## src/psm_pkg.sv

```systemverilog
// ----------------------------------------------------------------------------
// psm_pkg
// Shared constants, command and status types of the 64-bit state mixer.
// ----------------------------------------------------------------------------
`timescale 1ns / 1ps

package psm_pkg;

  localparam int unsigned WordW   = 64;
  localparam int unsigned NumElem = 20;
  localparam int unsigned IdxW    = 5;

  localparam logic [WordW-1:0] K_STEP = 64'd1111111111111;
  localparam logic [WordW-1:0] FIX_K1 = 64'd4692409560;
  localparam logic [WordW-1:0] FIX_K2 = 64'd301351086269144;
  localparam logic [WordW-1:0] FIX_K3 = 64'd297442264;
  localparam logic [WordW-1:0] FIX_K4 = 64'd4814950713639640;

  localparam int unsigned ROT_LANE = 19;
  localparam int unsigned ROT_ELEM = 51;
  localparam int unsigned ROT_SUM  = 47;
  localparam int unsigned ROT_MIX  = 25;

  localparam logic OP_GEN  = 1'b0;
  localparam logic OP_LOAD = 1'b1;

  localparam logic [IdxW-1:0] IDX_STEP = 5'd20;
  localparam logic [IdxW-1:0] IDX_SUM  = 5'd21;
  localparam logic [IdxW-1:0] IDX_MIX  = 5'd22;
  localparam logic [IdxW-1:0] LAST_NUM = 5'd19;

  typedef struct packed {
    logic            load;
    logic            mix_rd;
    logic [1:0]      mix_sel;
    logic            mix_cap;
    logic            adv;
    logic            lane_b;
    logic            lane_m;
    logic            el_rd;
    logic [IdxW-1:0] pos;
    logic            el_upd;
    logic            el_acc;
    logic            fix_cmp;
    logic            fix_add;
    logic            emit;
    logic [IdxW-1:0] wnum;
    logic            last;
    logic            rot;
    logic            fin;
  } cmd_t;

  typedef struct packed {
    logic emit_ok;
  } status_t;

  function automatic logic [WordW-1:0] rotl64(input logic [WordW-1:0] x,
                                              input int unsigned r);
    return (x << r) | (x >> (WordW - r));
  endfunction

endpackage

```

## src/psm_if.sv

```systemverilog
// ----------------------------------------------------------------------------
// psm_in_if / psm_out_if
// Valid/ready channels for request items and generated words.
// ----------------------------------------------------------------------------
`timescale 1ns / 1ps

interface psm_in_if;
  logic        valid;
  logic        ready;
  logic        opcode;
  logic [4:0]  word_index;
  logic [63:0] load_value;

  modport source (output valid, opcode, word_index, load_value, input ready);
  modport sink   (input valid, opcode, word_index, load_value, output ready);
endinterface

interface psm_out_if;
  logic        valid;
  logic        ready;
  logic [63:0] random_word;
  logic [4:0]  word_number;
  logic        last;

  modport source (output valid, random_word, word_number, last, input ready);
  modport sink   (input valid, random_word, word_number, last, output ready);
endinterface

```

## src/psm_ram.sv

```systemverilog
// ----------------------------------------------------------------------------
// psm_ram
// Generic single-write, single-read RAM with registered read data.
// ----------------------------------------------------------------------------
`timescale 1ns / 1ps

module psm_ram #(
  parameter int unsigned Width = 64,
  parameter int unsigned Depth = 20,
  parameter int unsigned AddrW = $clog2(Depth)
) (
  input  logic             clk_i,
  input  logic             we_i,
  input  logic [AddrW-1:0] waddr_i,
  input  logic [Width-1:0] wdata_i,
  input  logic             re_i,
  input  logic [AddrW-1:0] raddr_i,
  output logic [Width-1:0] rdata_o
);

  logic [Width-1:0] mem_q [Depth];
  logic [Width-1:0] rdata_q;

  always_ff @(posedge clk_i) begin
    if (we_i) begin
      mem_q[waddr_i] <= wdata_i;
    end
    if (re_i) begin
      rdata_q <= mem_q[raddr_i];
    end
  end

  assign rdata_o = rdata_q;

endmodule

```

## src/psm_ctrl.sv

```systemverilog
// ----------------------------------------------------------------------------
// psm_ctrl
// Sequencer: mix word reads, four lanes of five element updates, fix-up,
// writeback and emission of each group, final counter update.
// ----------------------------------------------------------------------------
`timescale 1ns / 1ps

module psm_ctrl (
  input  logic              clk_i,
  input  logic              rst_ni,
  input  logic              in_valid_i,
  input  logic              in_opcode_i,
  output logic              in_ready_o,
  input  psm_pkg::status_t  status_i,
  output psm_pkg::cmd_t     cmd_o
);

  typedef enum logic [3:0] {
    S_IDLE, S_MIX_RD, S_MIX_CAP, S_ADV, S_LANE_B, S_LANE_M, S_EL_RD,
    S_EL_UPD, S_EL_ACC, S_FIX_CMP, S_FIX_ADD, S_EMIT, S_ROT, S_FIN
  } state_e;

  state_e                     state_q;
  logic [2:0]                 cnt_q;
  logic [1:0]                 lane_q;
  logic [psm_pkg::IdxW-1:0]   pos_q;
  logic [psm_pkg::IdxW-1:0]   wpos_q;
  logic                       fire;

  assign in_ready_o = (state_q == S_IDLE);
  assign fire       = in_valid_i && in_ready_o;

  always_ff @(posedge clk_i or negedge rst_ni) begin
    if (!rst_ni) begin
      state_q <= S_IDLE;
      cnt_q   <= '0;
      lane_q  <= '0;
      pos_q   <= '0;
      wpos_q  <= '0;
    end else begin
      unique case (state_q)
        S_IDLE: begin
          if (fire && (in_opcode_i == psm_pkg::OP_GEN)) begin
            cnt_q   <= '0;
            lane_q  <= '0;
            pos_q   <= '0;
            wpos_q  <= '0;
            state_q <= S_MIX_RD;
          end
        end
        S_MIX_RD: state_q <= S_MIX_CAP;
        S_MIX_CAP: begin
          if (cnt_q == 3'd3) begin
            cnt_q   <= '0;
            state_q <= S_ADV;
          end else begin
            cnt_q   <= cnt_q + 3'd1;
            state_q <= S_MIX_RD;
          end
        end
        S_ADV:    state_q <= S_LANE_B;
        S_LANE_B: state_q <= S_LANE_M;
        S_LANE_M: state_q <= S_EL_RD;
        S_EL_RD:  state_q <= S_EL_UPD;
        S_EL_UPD: state_q <= S_EL_ACC;
        S_EL_ACC: begin
          pos_q <= pos_q + 5'd1;
          if (cnt_q == 3'd4) begin
            cnt_q   <= '0;
            state_q <= S_FIX_CMP;
          end else begin
            cnt_q   <= cnt_q + 3'd1;
            state_q <= S_EL_RD;
          end
        end
        S_FIX_CMP: state_q <= S_FIX_ADD;
        S_FIX_ADD: state_q <= S_EMIT;
        S_EMIT: begin
          if (status_i.emit_ok) begin
            wpos_q <= wpos_q + 5'd1;
            if (cnt_q == 3'd4) begin
              cnt_q   <= '0;
              state_q <= S_ROT;
            end else begin
              cnt_q <= cnt_q + 3'd1;
            end
          end
        end
        S_ROT: begin
          if (lane_q == 2'd3) begin
            state_q <= S_FIN;
          end else begin
            lane_q  <= lane_q + 2'd1;
            state_q <= S_LANE_B;
          end
        end
        S_FIN:   state_q <= S_IDLE;
        default: state_q <= S_IDLE;
      endcase
    end
  end

  always_comb begin
    cmd_o         = '0;
    cmd_o.load    = fire && (in_opcode_i == psm_pkg::OP_LOAD);
    cmd_o.mix_rd  = (state_q == S_MIX_RD);
    cmd_o.mix_sel = cnt_q[1:0];
    cmd_o.mix_cap = (state_q == S_MIX_CAP);
    cmd_o.adv     = (state_q == S_ADV);
    cmd_o.lane_b  = (state_q == S_LANE_B);
    cmd_o.lane_m  = (state_q == S_LANE_M);
    cmd_o.el_rd   = (state_q == S_EL_RD);
    cmd_o.pos     = pos_q;
    cmd_o.el_upd  = (state_q == S_EL_UPD);
    cmd_o.el_acc  = (state_q == S_EL_ACC);
    cmd_o.fix_cmp = (state_q == S_FIX_CMP);
    cmd_o.fix_add = (state_q == S_FIX_ADD);
    cmd_o.emit    = (state_q == S_EMIT) && status_i.emit_ok;
    cmd_o.wnum    = wpos_q;
    cmd_o.last    = (wpos_q == psm_pkg::LAST_NUM);
    cmd_o.rot     = (state_q == S_ROT);
    cmd_o.fin     = (state_q == S_FIN);
  end

endmodule

```

## src/psm_datapath.sv

```systemverilog
// ----------------------------------------------------------------------------
// psm_datapath
// Element RAM, counters, mix word line, group line and output register.
// ----------------------------------------------------------------------------
`timescale 1ns / 1ps

module psm_datapath (
  input  logic                        clk_i,
  input  logic                        rst_ni,
  input  psm_pkg::cmd_t               cmd_i,
  output psm_pkg::status_t            status_o,
  input  logic [psm_pkg::IdxW-1:0]    word_index_i,
  input  logic [psm_pkg::WordW-1:0]   load_value_i,
  input  logic                        out_ready_i,
  output logic                        out_valid_o,
  output logic [psm_pkg::WordW-1:0]   out_word_o,
  output logic [psm_pkg::IdxW-1:0]    out_num_o,
  output logic                        out_last_o
);

  logic [psm_pkg::WordW-1:0]   a_q, b_q, c_q;
  logic [psm_pkg::WordW-1:0]   m_q [4];
  logic [psm_pkg::WordW-1:0]   g_q [5];
  logic [psm_pkg::NumElem-1:0] seeded_q;
  logic                        rd_seeded_q;
  logic                        fix_q;
  logic                        out_valid_q;
  logic [psm_pkg::WordW-1:0]   out_word_q;
  logic [psm_pkg::IdxW-1:0]    out_num_q;
  logic                        out_last_q;

  logic                        ram_we, ram_re, elem_load;
  logic [psm_pkg::IdxW-1:0]    ram_waddr, ram_raddr;
  logic [psm_pkg::WordW-1:0]   ram_wdata, ram_rdata, rd_word, m0;
  logic [3:0]                  mix_off;

  assign m0        = m_q[0];
  assign elem_load = cmd_i.load && (word_index_i < 5'(psm_pkg::NumElem));
  assign ram_we    = elem_load || cmd_i.emit;
  assign ram_waddr = cmd_i.emit ? cmd_i.wnum : word_index_i;
  assign ram_wdata = cmd_i.emit ? g_q[0] : load_value_i;

  // Mix sources sit at a + 3*i, wrapped into the lower sixteen elements.
  assign mix_off   = {2'b00, cmd_i.mix_sel} + {1'b0, cmd_i.mix_sel, 1'b0};
  assign ram_re    = cmd_i.mix_rd || cmd_i.el_rd;
  assign ram_raddr = cmd_i.mix_rd ? {1'b0, a_q[3:0] + mix_off} : cmd_i.pos;

  // An element never written since reset reads as zero.
  assign rd_word = rd_seeded_q ? ram_rdata : '0;

  psm_ram #(
    .Width (psm_pkg::WordW),
    .Depth (psm_pkg::NumElem)
  ) u_elem_ram (
    .clk_i   (clk_i),
    .we_i    (ram_we),
    .waddr_i (ram_waddr),
    .wdata_i (ram_wdata),
    .re_i    (ram_re),
    .raddr_i (ram_raddr),
    .rdata_o (ram_rdata)
  );

  always_ff @(posedge clk_i or negedge rst_ni) begin
    if (!rst_ni) begin
      a_q         <= '0;
      b_q         <= '0;
      c_q         <= '0;
      seeded_q    <= '0;
      rd_seeded_q <= 1'b0;
      out_valid_q <= 1'b0;
    end else begin
      if (ram_we) begin
        seeded_q[ram_waddr] <= 1'b1;
      end
      if (ram_re) begin
        rd_seeded_q <= seeded_q[ram_raddr];
      end
      if (cmd_i.load) begin
        if (word_index_i == psm_pkg::IDX_STEP) begin
          a_q <= load_value_i;
        end else if (word_index_i == psm_pkg::IDX_SUM) begin
          b_q <= load_value_i;
        end else if (word_index_i == psm_pkg::IDX_MIX) begin
          c_q <= load_value_i;
        end
      end
      if (cmd_i.adv) begin
        a_q <= a_q + psm_pkg::K_STEP;
      end
      if (cmd_i.lane_b) begin
        b_q <= b_q + a_q;
        c_q <= c_q ^ a_q;
      end
      if (cmd_i.fin) begin
        b_q <= (b_q + psm_pkg::rotl64(m_q[0], psm_pkg::ROT_SUM)) ^ m_q[1];
        c_q <= (c_q + psm_pkg::rotl64(m_q[2], psm_pkg::ROT_MIX)) ^ m_q[3];
      end
      if (cmd_i.emit) begin
        out_valid_q <= 1'b1;
      end else if (out_ready_i) begin
        out_valid_q <= 1'b0;
      end
    end
  end

  always_ff @(posedge clk_i) begin
    if (cmd_i.mix_cap) begin
      m_q[0] <= m_q[1];
      m_q[1] <= m_q[2];
      m_q[2] <= m_q[3];
      m_q[3] <= rd_word;
    end
    if (cmd_i.lane_m) begin
      m_q[0] <= m0 + psm_pkg::rotl64(b_q, psm_pkg::ROT_LANE);
    end
    if (cmd_i.el_acc) begin
      m_q[0] <= m0 + g_q[4];
    end
    // Each lane works on the head of the line; rotating it after each of the four
    // lanes restores the original order for the final counter update.
    if (cmd_i.rot) begin
      m_q[0] <= m_q[1];
      m_q[1] <= m_q[2];
      m_q[2] <= m_q[3];
      m_q[3] <= m_q[0];
    end
    if (cmd_i.el_upd || cmd_i.emit) begin
      g_q[0] <= g_q[1];
      g_q[1] <= g_q[2];
      g_q[2] <= g_q[3];
      g_q[3] <= g_q[4];
      g_q[4] <= (rd_word + psm_pkg::rotl64(m0, psm_pkg::ROT_ELEM)) ^ c_q;
    end
    if (cmd_i.fix_cmp) begin
      fix_q <= (g_q[4] == g_q[3]) && (g_q[2] == g_q[1]);
    end
    if (cmd_i.fix_add && fix_q) begin
      g_q[4] <= g_q[4] + (m0 ^ psm_pkg::FIX_K1);
      g_q[3] <= g_q[3] + (m0 ^ psm_pkg::FIX_K2);
      g_q[2] <= g_q[2] + ((m0 ^ psm_pkg::FIX_K3) | {63'd0, m0[0]});
      g_q[1] <= g_q[1] + (m0 ^ psm_pkg::FIX_K4);
      g_q[0] <= g_q[0] + m0;
    end
    if (cmd_i.emit) begin
      out_word_q <= g_q[0];
      out_num_q  <= cmd_i.wnum;
      out_last_q <= cmd_i.last;
    end
  end

  assign status_o.emit_ok = !out_valid_q || out_ready_i;
  assign out_valid_o      = out_valid_q;
  assign out_word_o       = out_word_q;
  assign out_num_o        = out_num_q;
  assign out_last_o       = out_last_q;

endmodule

```

## src/prng_state_mixer_64.sv

```systemverilog
// ----------------------------------------------------------------------------
// prng_state_mixer_64
// Timing: a load item takes effect when accepted; a generate item shows its
// first word after the mix reads, the first lane and its fix-up, and blocks
// the input until its final counter update. The pace is set by the serial
// element read, update and accumulate steps and the five-step update chain in
// each of four lanes; receiver stalls while a group is emitted hold it back.
// Reset: counters clear and all elements read as zero until written.
// ----------------------------------------------------------------------------
`timescale 1ns / 1ps

module prng_state_mixer_64 (
  input  logic        clk_i,
  input  logic        rst_ni,
  psm_in_if.sink      in_i,
  psm_out_if.source   out_o
);

  psm_pkg::cmd_t    cmd;
  psm_pkg::status_t status;

  psm_ctrl u_ctrl (
    .clk_i       (clk_i),
    .rst_ni      (rst_ni),
    .in_valid_i  (in_i.valid),
    .in_opcode_i (in_i.opcode),
    .in_ready_o  (in_i.ready),
    .status_i    (status),
    .cmd_o       (cmd)
  );

  psm_datapath u_datapath (
    .clk_i        (clk_i),
    .rst_ni       (rst_ni),
    .cmd_i        (cmd),
    .status_o     (status),
    .word_index_i (in_i.word_index),
    .load_value_i (in_i.load_value),
    .out_ready_i  (out_o.ready),
    .out_valid_o  (out_o.valid),
    .out_word_o   (out_o.random_word),
    .out_num_o    (out_o.word_number),
    .out_last_o   (out_o.last)
  );

`ifndef NO_ASSERTIONS
  a_gen_busy: assert property (@(posedge clk_i) disable iff (!rst_ni)
    (in_i.valid && in_i.ready && (in_i.opcode == psm_pkg::OP_GEN)) |=> !in_i.ready)
    else $error("generate item accepted but block not busy");

  a_last_pos: assert property (@(posedge clk_i) disable iff (!rst_ni)
    (out_o.valid && out_o.last) |-> (out_o.word_number == psm_pkg::LAST_NUM))
    else $error("last flag on a word other than the twentieth");

  a_emit_busy: assert property (@(posedge clk_i) disable iff (!rst_ni)
    $rose(out_o.valid) |-> !$past(in_i.ready))
    else $error("output word produced while block was idle");
`endif

endmodule
```

## src/flat_wrapper.sv

```systemverilog
// flat-port wrapper written by rule: the top's interface ports become plain ports
module prng_state_mixer_64_flat 
  (clk_i, rst_ni, in_i_valid, in_i_opcode, in_i_word_index, in_i_load_value, in_i_ready, out_o_valid, out_o_random_word, out_o_word_number, out_o_last, out_o_ready);
  psm_in_if in_i_i ();
  psm_out_if out_o_i ();
  input  logic clk_i;
  input  logic rst_ni;
  input wire logic [$bits(in_i_i.valid)-1:0] in_i_valid;
  input wire logic [$bits(in_i_i.opcode)-1:0] in_i_opcode;
  input wire logic [$bits(in_i_i.word_index)-1:0] in_i_word_index;
  input wire logic [$bits(in_i_i.load_value)-1:0] in_i_load_value;
  output wire logic [$bits(in_i_i.ready)-1:0] in_i_ready;
  output wire logic [$bits(out_o_i.valid)-1:0] out_o_valid;
  output wire logic [$bits(out_o_i.random_word)-1:0] out_o_random_word;
  output wire logic [$bits(out_o_i.word_number)-1:0] out_o_word_number;
  output wire logic [$bits(out_o_i.last)-1:0] out_o_last;
  input wire logic [$bits(out_o_i.ready)-1:0] out_o_ready;
  assign in_i_i.valid = in_i_valid;
  assign in_i_i.opcode = in_i_opcode;
  assign in_i_i.word_index = in_i_word_index;
  assign in_i_i.load_value = in_i_load_value;
  assign in_i_ready = in_i_i.ready;
  assign out_o_valid = out_o_i.valid;
  assign out_o_random_word = out_o_i.random_word;
  assign out_o_word_number = out_o_i.word_number;
  assign out_o_last = out_o_i.last;
  assign out_o_i.ready = out_o_ready;
  prng_state_mixer_64 u_core (.clk_i(clk_i), .rst_ni(rst_ni), .in_i(in_i_i), .out_o(out_o_i));
endmodule
```

## config.mk

```make
export PLATFORM = sky130hd
export DESIGN_NAME = prng_state_mixer_64_flat
export DESIGN_NICKNAME = d
export VERILOG_FILES = /design/src/psm_pkg.sv /design/src/psm_if.sv /design/src/psm_ram.sv /design/src/psm_ctrl.sv /design/src/psm_datapath.sv /design/src/prng_state_mixer_64.sv /design/src/flat_wrapper.sv
export SDC_FILE = /design/constraint.sdc
export NUM_CORES = 2
export LEC_CHECK = 0
export BUFFER_PORTS_ARGS = -buffer_cell sky130_fd_sc_hd__clkbuf_2
export CORE_MARGIN = 5
export CORE_UTILIZATION = 25
export CTS_CLUSTER_SIZE = 20
export DETAILED_ROUTE_END_ITERATION = 8
export PLACE_DENSITY = 0.35
export SLEW_MARGIN = 20
export SYNTH_ARGS = -nofsm -noshare
export SYNTH_HDL_FRONTEND = slang
export SYNTH_HIERARCHICAL = 1
export SYNTH_SLANG_ARGS = --single-unit
```

## constraint.sdc

```tcl
create_clock -name clk_i -period 12.7 [get_ports clk_i]
set_input_delay 2.54 -clock clk_i [delete_from_list [all_inputs] [get_ports clk_i]]
set_output_delay 2.54 -clock clk_i [all_outputs]
set_load 0.05 [all_outputs]
```

==> Word-level counts from Yosys, hierarchy flattened <==
Memories as Yosys holds them, arrays and structs flattened. A register that Yosys moved wholly into a read port is not among the register bits.
Index checks and enable logic that the tools add are counted.
{ "totals": {"wordCells": 194, "output_inout_bits": 72, "register_bits": 304, "inputBits": 74, "n_memories": 3, "mem_bits_rw": 1856} }
{ "mem_list": {"columns": ["memory", "words", "word_bits", "read_ports", "rd_clocked_by_memory_dff", "wr", "line", "rtl"], "rows": [
  ["u_core.u_datapath.u_elem_ram.mem_q", 20, 64, 1, 1, 1, "psm_ram.sv:21", "logic [Width-1:0] mem_q [Depth];"],
  ["u_core.u_datapath.g_q", 5, 64, 5, 0, 5, "psm_datapath.sv:23", "logic [psm_pkg::WordW-1:0] g_q [5];"],
  ["u_core.u_datapath.m_q", 4, 64, 4, 0, 4, "psm_datapath.sv:22", "logic [psm_pkg::WordW-1:0] m_q [4];"]
]} }
{ "classes": {"magnitude_cmp": 4, "n_bitwise": 26, "addsub": 18, "n_eq_ne": 28, "muxes": 68, "reduce_logical": 32} }
{ "op_table": {"columns": ["cell", "count"], "rows": [
  ["2-to-1 mux 64 bit", 27],
  ["adder 64 bit", 11],
  ["bitwise XOR 64 bit", 4],
  ["equality test 64 bit", 2],
  ["adder 64 x 41 -> 64 bit (second input constant)", 1],
  ["bitwise OR 64 x 1 -> 64 bit", 1],
  ["bitwise OR 64 x 19 -> 64 bit", 1],
  ["bitwise OR 64 x 25 -> 64 bit", 1],
  ["bitwise OR 64 x 47 -> 64 bit", 1],
  ["bitwise OR 64 x 51 -> 64 bit", 1],
  ["one-hot mux 4 bit (13 select lines)", 1],
  ["equality test 4 bit (second input constant)", 6],
  ["inverter 23 bit", 1],
  ["equality test 5 bit (second input constant)", 4],
  ["2-to-1 mux 4 bit", 5],
  ["2-to-1 mux 5 bit", 4],
  ["inverter 20 bit", 1],
  ["bitwise OR 20 bit", 1],
  ["one-hot mux 5 bit (2 select lines)", 2],
  ["2-to-1 mux 1 bit", 18],
  ["inverter 17 bit", 1],
  ["equality test 4 x 3 -> 1 bit (second input constant)", 4],
  ["inverter 16 bit", 1],
  ["AND reduction 3 bit", 5],
  ["33 further kinds", 72]
]} }

==> Depth between registers and ports, before layout <==
{ "depth": {"depth_word": 9, "depth_mapped": 20, "depth_no_buf": 17} }

==> Cells and area by module <==
The synthesis kept the hierarchy.
{ "by_module_without_submodules": {"columns": ["module", "cells_each", "area_per_inst_um2", "seq_area_each_um2", "n_inst"], "rows": [
  ["psm_datapath", 8569, 75656.3, 24783.8, 1],
  ["psm_ram", 2682, 51076.5, 40358.7, 1],
  ["psm_ctrl", 146, 1265.0, 475.5, 1]
]} }

==> Least setup slack after synthesis <==
Ideal clock, no wire load.
{ "synth_timing": {"path_type": "input to register", "from": "in out_o_ready", "to": "mem u_core/u_datapath/g_q[0][0] (netlist bit), enable pin", "setup_ps": 702, "arrival_time_ps": 11961, "stages": 6, "n_path_buf": 2, "t_required_ps": 11998, "setup_slack_ps": 38, "cell_sequence": "nand2b_1 > nand3_1 > inv_1 > clkbuf_1 > clkbuf_1 > or3_1"} }
{ "synth_lines": {"columns": ["item", "line", "rtl"], "rows": [
  ["start: declaration", "flat_wrapper.sv:17", "input wire logic [$bits(out_o_i.ready)-1:0] out_o_ready;"],
  ["end: declaration", "psm_datapath.sv:23", null]
]} }

==> metrics <==
Main synth FF type=edfxtp_1; reg-to-reg critical path endpoint=u_core/u_datapath/m_q[0][60]$_DFFE_PP_; Yosys top cell by area=edfxtp_1; CP max stage cell=a311oi_1; routed length per instance=30.7 µm; WS Path Type=reg -> reg; peak supply drop=211 µV; Mapped Area=128000 µm²; Hold Path End=u_core/u_datapath/seeded_q[7]$_DFFE_PN0P_; relative slew slack=0.167; worst slew pin tran=1.25 ns; share of layout cells above drive strength 1=0.105; H-tree depth=5; final worst path period need=6.56 ns; Post-synth EDFFs=1991; flops & latches, synth=2224; Post-DP Area=137000 µm²; Clock Pin Slew Worst Setup and Hold Paths=0.06 ns; TritonRoute pass-1 iters=6; unrepaired setup endpoints after global routing=false; Rows=262; vias per cell=5.17; Hold Crit Class=reg -> reg; Synth Net Count=12100; vias in the first global route=94800; initial core utilization=0.251; final hold vios=0; Post-Syn Area per Cell=11.2 µm²; sequential-to-total area share from yosys stat=0.513; CP top delay family=compound AO/OA/AOI/OAI gates; Placed Instances=17900; CP Launch Type=register; Total Power=45.9 mW; Crit Path Max Fanout=66; Num CTS Buffers=288; Layout Skew=0.0636 ns; Pleak=53.6 nW; Reg2Reg Setup Slack=6.14 ns; postcts setup bufs=0; WP data arrival=7.24 ns; Fmax=152 MHz; commonest non-fill, non-tap cells in the layout=edfxtp_1 (1991), nand2_1 (1073), a21oi_1 (991), o21ai_0 (727), xnor2_1 (683); Slew Viols, Final=0; Buf+Inv Stages, Crit Path=1; CP Data Required Time=13.37 ns; crit-path cells=or2_1 -> nor2_4 -> buf_4 -> mux2_2 -> ha_1 -> fa_1 -> a211oi_1 -> nor4_2 -> nor2_1 -> a211o_1 -> a21oi_4 -> a311oi_1 -> o41a_1 -> o31a_1 -> o21ai_2 -> a221oi_1 -> xor2_1 -> o21ai_1; Port Buf Inserts=145; num ports=146; total grt overflow=0; yosys warns=6; nets=12200; max_cap viols=0; GP Congestion=0.972; reg2reg path depth=18; root buf cell=clkbuf_16; Core ar.=510000 µm²; first-pass GRT wire length=772000 µm; # DRC=0; worst skew pair latency=0.96 ns; Mapped Cells=11400; fraction of registers with async set or reset after synthesis=0.105; DRT antenna net count=0; routed vias=95600; Filler Cell Count=52400; Final HPWL DP=434000 µm; most common cell after layout, fill and taps aside=edfxtp_1; Worst R2R Start=u_core/u_ctrl/state_q[0]$_DFFE_PN0P_; Final Setup Violations=0; die area=526000 µm²; Synth top area share=0.467; post-route setup TNS=0 ns; initial antenna violation count=78; crit-path max cell delay=0.68 ns; maximum clock path buffer count=4; largest net degree at the start of global routing=147; final std cells w/o fill=18500; Hold Path Depth=1; area grow syn2layout=14.1%; pwr dens=314 nW/µm²; cts hold-fix bufs=0; die width=726 µm; total track usage=0.207; Area contributors post-synth=edfxtp_1 (47%), ha_1 (6.3%), xnor2_1 (4.7%), dfrtp_1 (4.6%), mux2i_1 (4.1%); final instance area=146000 µm²; fin crit share=0.517; DRT iter0 DRCs=8117; CTS tree=done; Yosys cell types=109; clk sink count=2224; Critical Path Sink Type=register; die height=726 µm; final WL=568000 µm; # resized after CTS=0; Hold Crit Start=u_core/u_datapath/seeded_q[7]$_DFFE_PN0P_; status=finished clean
metrics by stage:
stage | setup slack (ns) | util | hold slack, ns
final | 6.14 | 0.286 | 0.455
after global routing | 5.87 | 0.286 | 0.465
after CTS | 6.13 | 0.286 | 0.451
after detailed placement | 5.58 | 0.268 | 0.437
after global placement | 5.64 | 0.268 | 0.433
after floorplan | 0.0375 | - | 0.420
worst max-delay path by stage:
stage / startpoint / endpoint / slack (ns) / depth (start not counted)
floorplan: out_o_ready / u_core/u_datapath/g_q[0][0]$_DFFE_PP_ / 0.04 / 6
global placement: out_o_ready / u_core/u_datapath/u_elem_ram/mem_q[8][59]$_DFFE_PP_ / 5.64 / 9
detailed placement: out_o_ready / u_core/u_datapath/u_elem_ram/mem_q[8][59]$_DFFE_PP_ / 5.58 / 9
CTS: u_core/u_ctrl/state_q[0]$_DFFE_PN0P_ / u_core/u_datapath/m_q[0][60]$_DFFE_PP_ / 6.13 / 18
global route: u_core/u_ctrl/state_q[0]$_DFFE_PN0P_ / u_core/u_datapath/m_q[0][60]$_DFFE_PP_ / 5.87 / 18
finish: u_core/u_ctrl/state_q[0]$_DFFE_PN0P_ / u_core/u_datapath/m_q[0][60]$_DFFE_PP_ / 6.14 / 18
logic make-up after synthesis:
family                     count (synthesis)  synth area share
AOI/OAI and AO/OA                       3198             0.157
and+or+nand+nor                         2706            0.0976
DFF                                     2224             0.513
xor gates and xnor gates                 973            0.0666
muxes                                    859            0.0761
buffers and inverters                    784            0.0252
adders and majority gates                653            0.0645
power breakdown:
group          internal, mW  total (mW)  switching (mW)
Clock                  4.66        8.07            3.40
Sequential             9.57        11.9            2.38
Combinational          9.42        25.9            16.4
Total                  23.7        45.9            22.2
final cells by class:
class	instances	area [µm²]	area share
clock inverter	154	1470	0.0100
clock buffer	363	7670	0.0525
timing repair buffer	340	2330	0.0160
multi-input combinational	8389	59500	0.407
sequential	2224	65600	0.449
inverter	229	880	0.00602
antenna	55	138	0.000942
tap	6732	8420	0.0577
registers in the layout, summed over array words and instances (netlist names), 64 cells and up:
signal / cells
u_core/u_datapath/a_q: 64
u_core/u_datapath/u_elem_ram/rdata_o: 64
u_core/u_datapath/m_q: 256
u_core/u_datapath/b_q: 64
u_core/u_datapath/g_q: 320
u_core/u_datapath/out_word_o: 64
u_core/u_datapath/u_elem_ram/mem_q: 1280
u_core/u_datapath/c_q: 64
cells in the mapped netlist (all sizes together), types with 270 or more instances:
cell type and count:
xnor2 685, mux2i 527, edfxtp 1991, o21ai 767, nand2 1076, a21oi 996
clkbuf 422, xor2 288, a21o 389, nand3 270, ha 641, nor2 594
layer usage:
metal | GRT usage | vias up | part of all wire
met5 | 0 | - | 0.000023
met2 | 0.334 | 2929 | 0.45
met4 | 0.0825 | 2 | 0.047
li1 | - | 43300 | -
met3 | 0.0270 | 742 | 0.050
met1 | 0.280 | 48600 | 0.45
No activity file was read; power rests on OpenSTA's default activity.
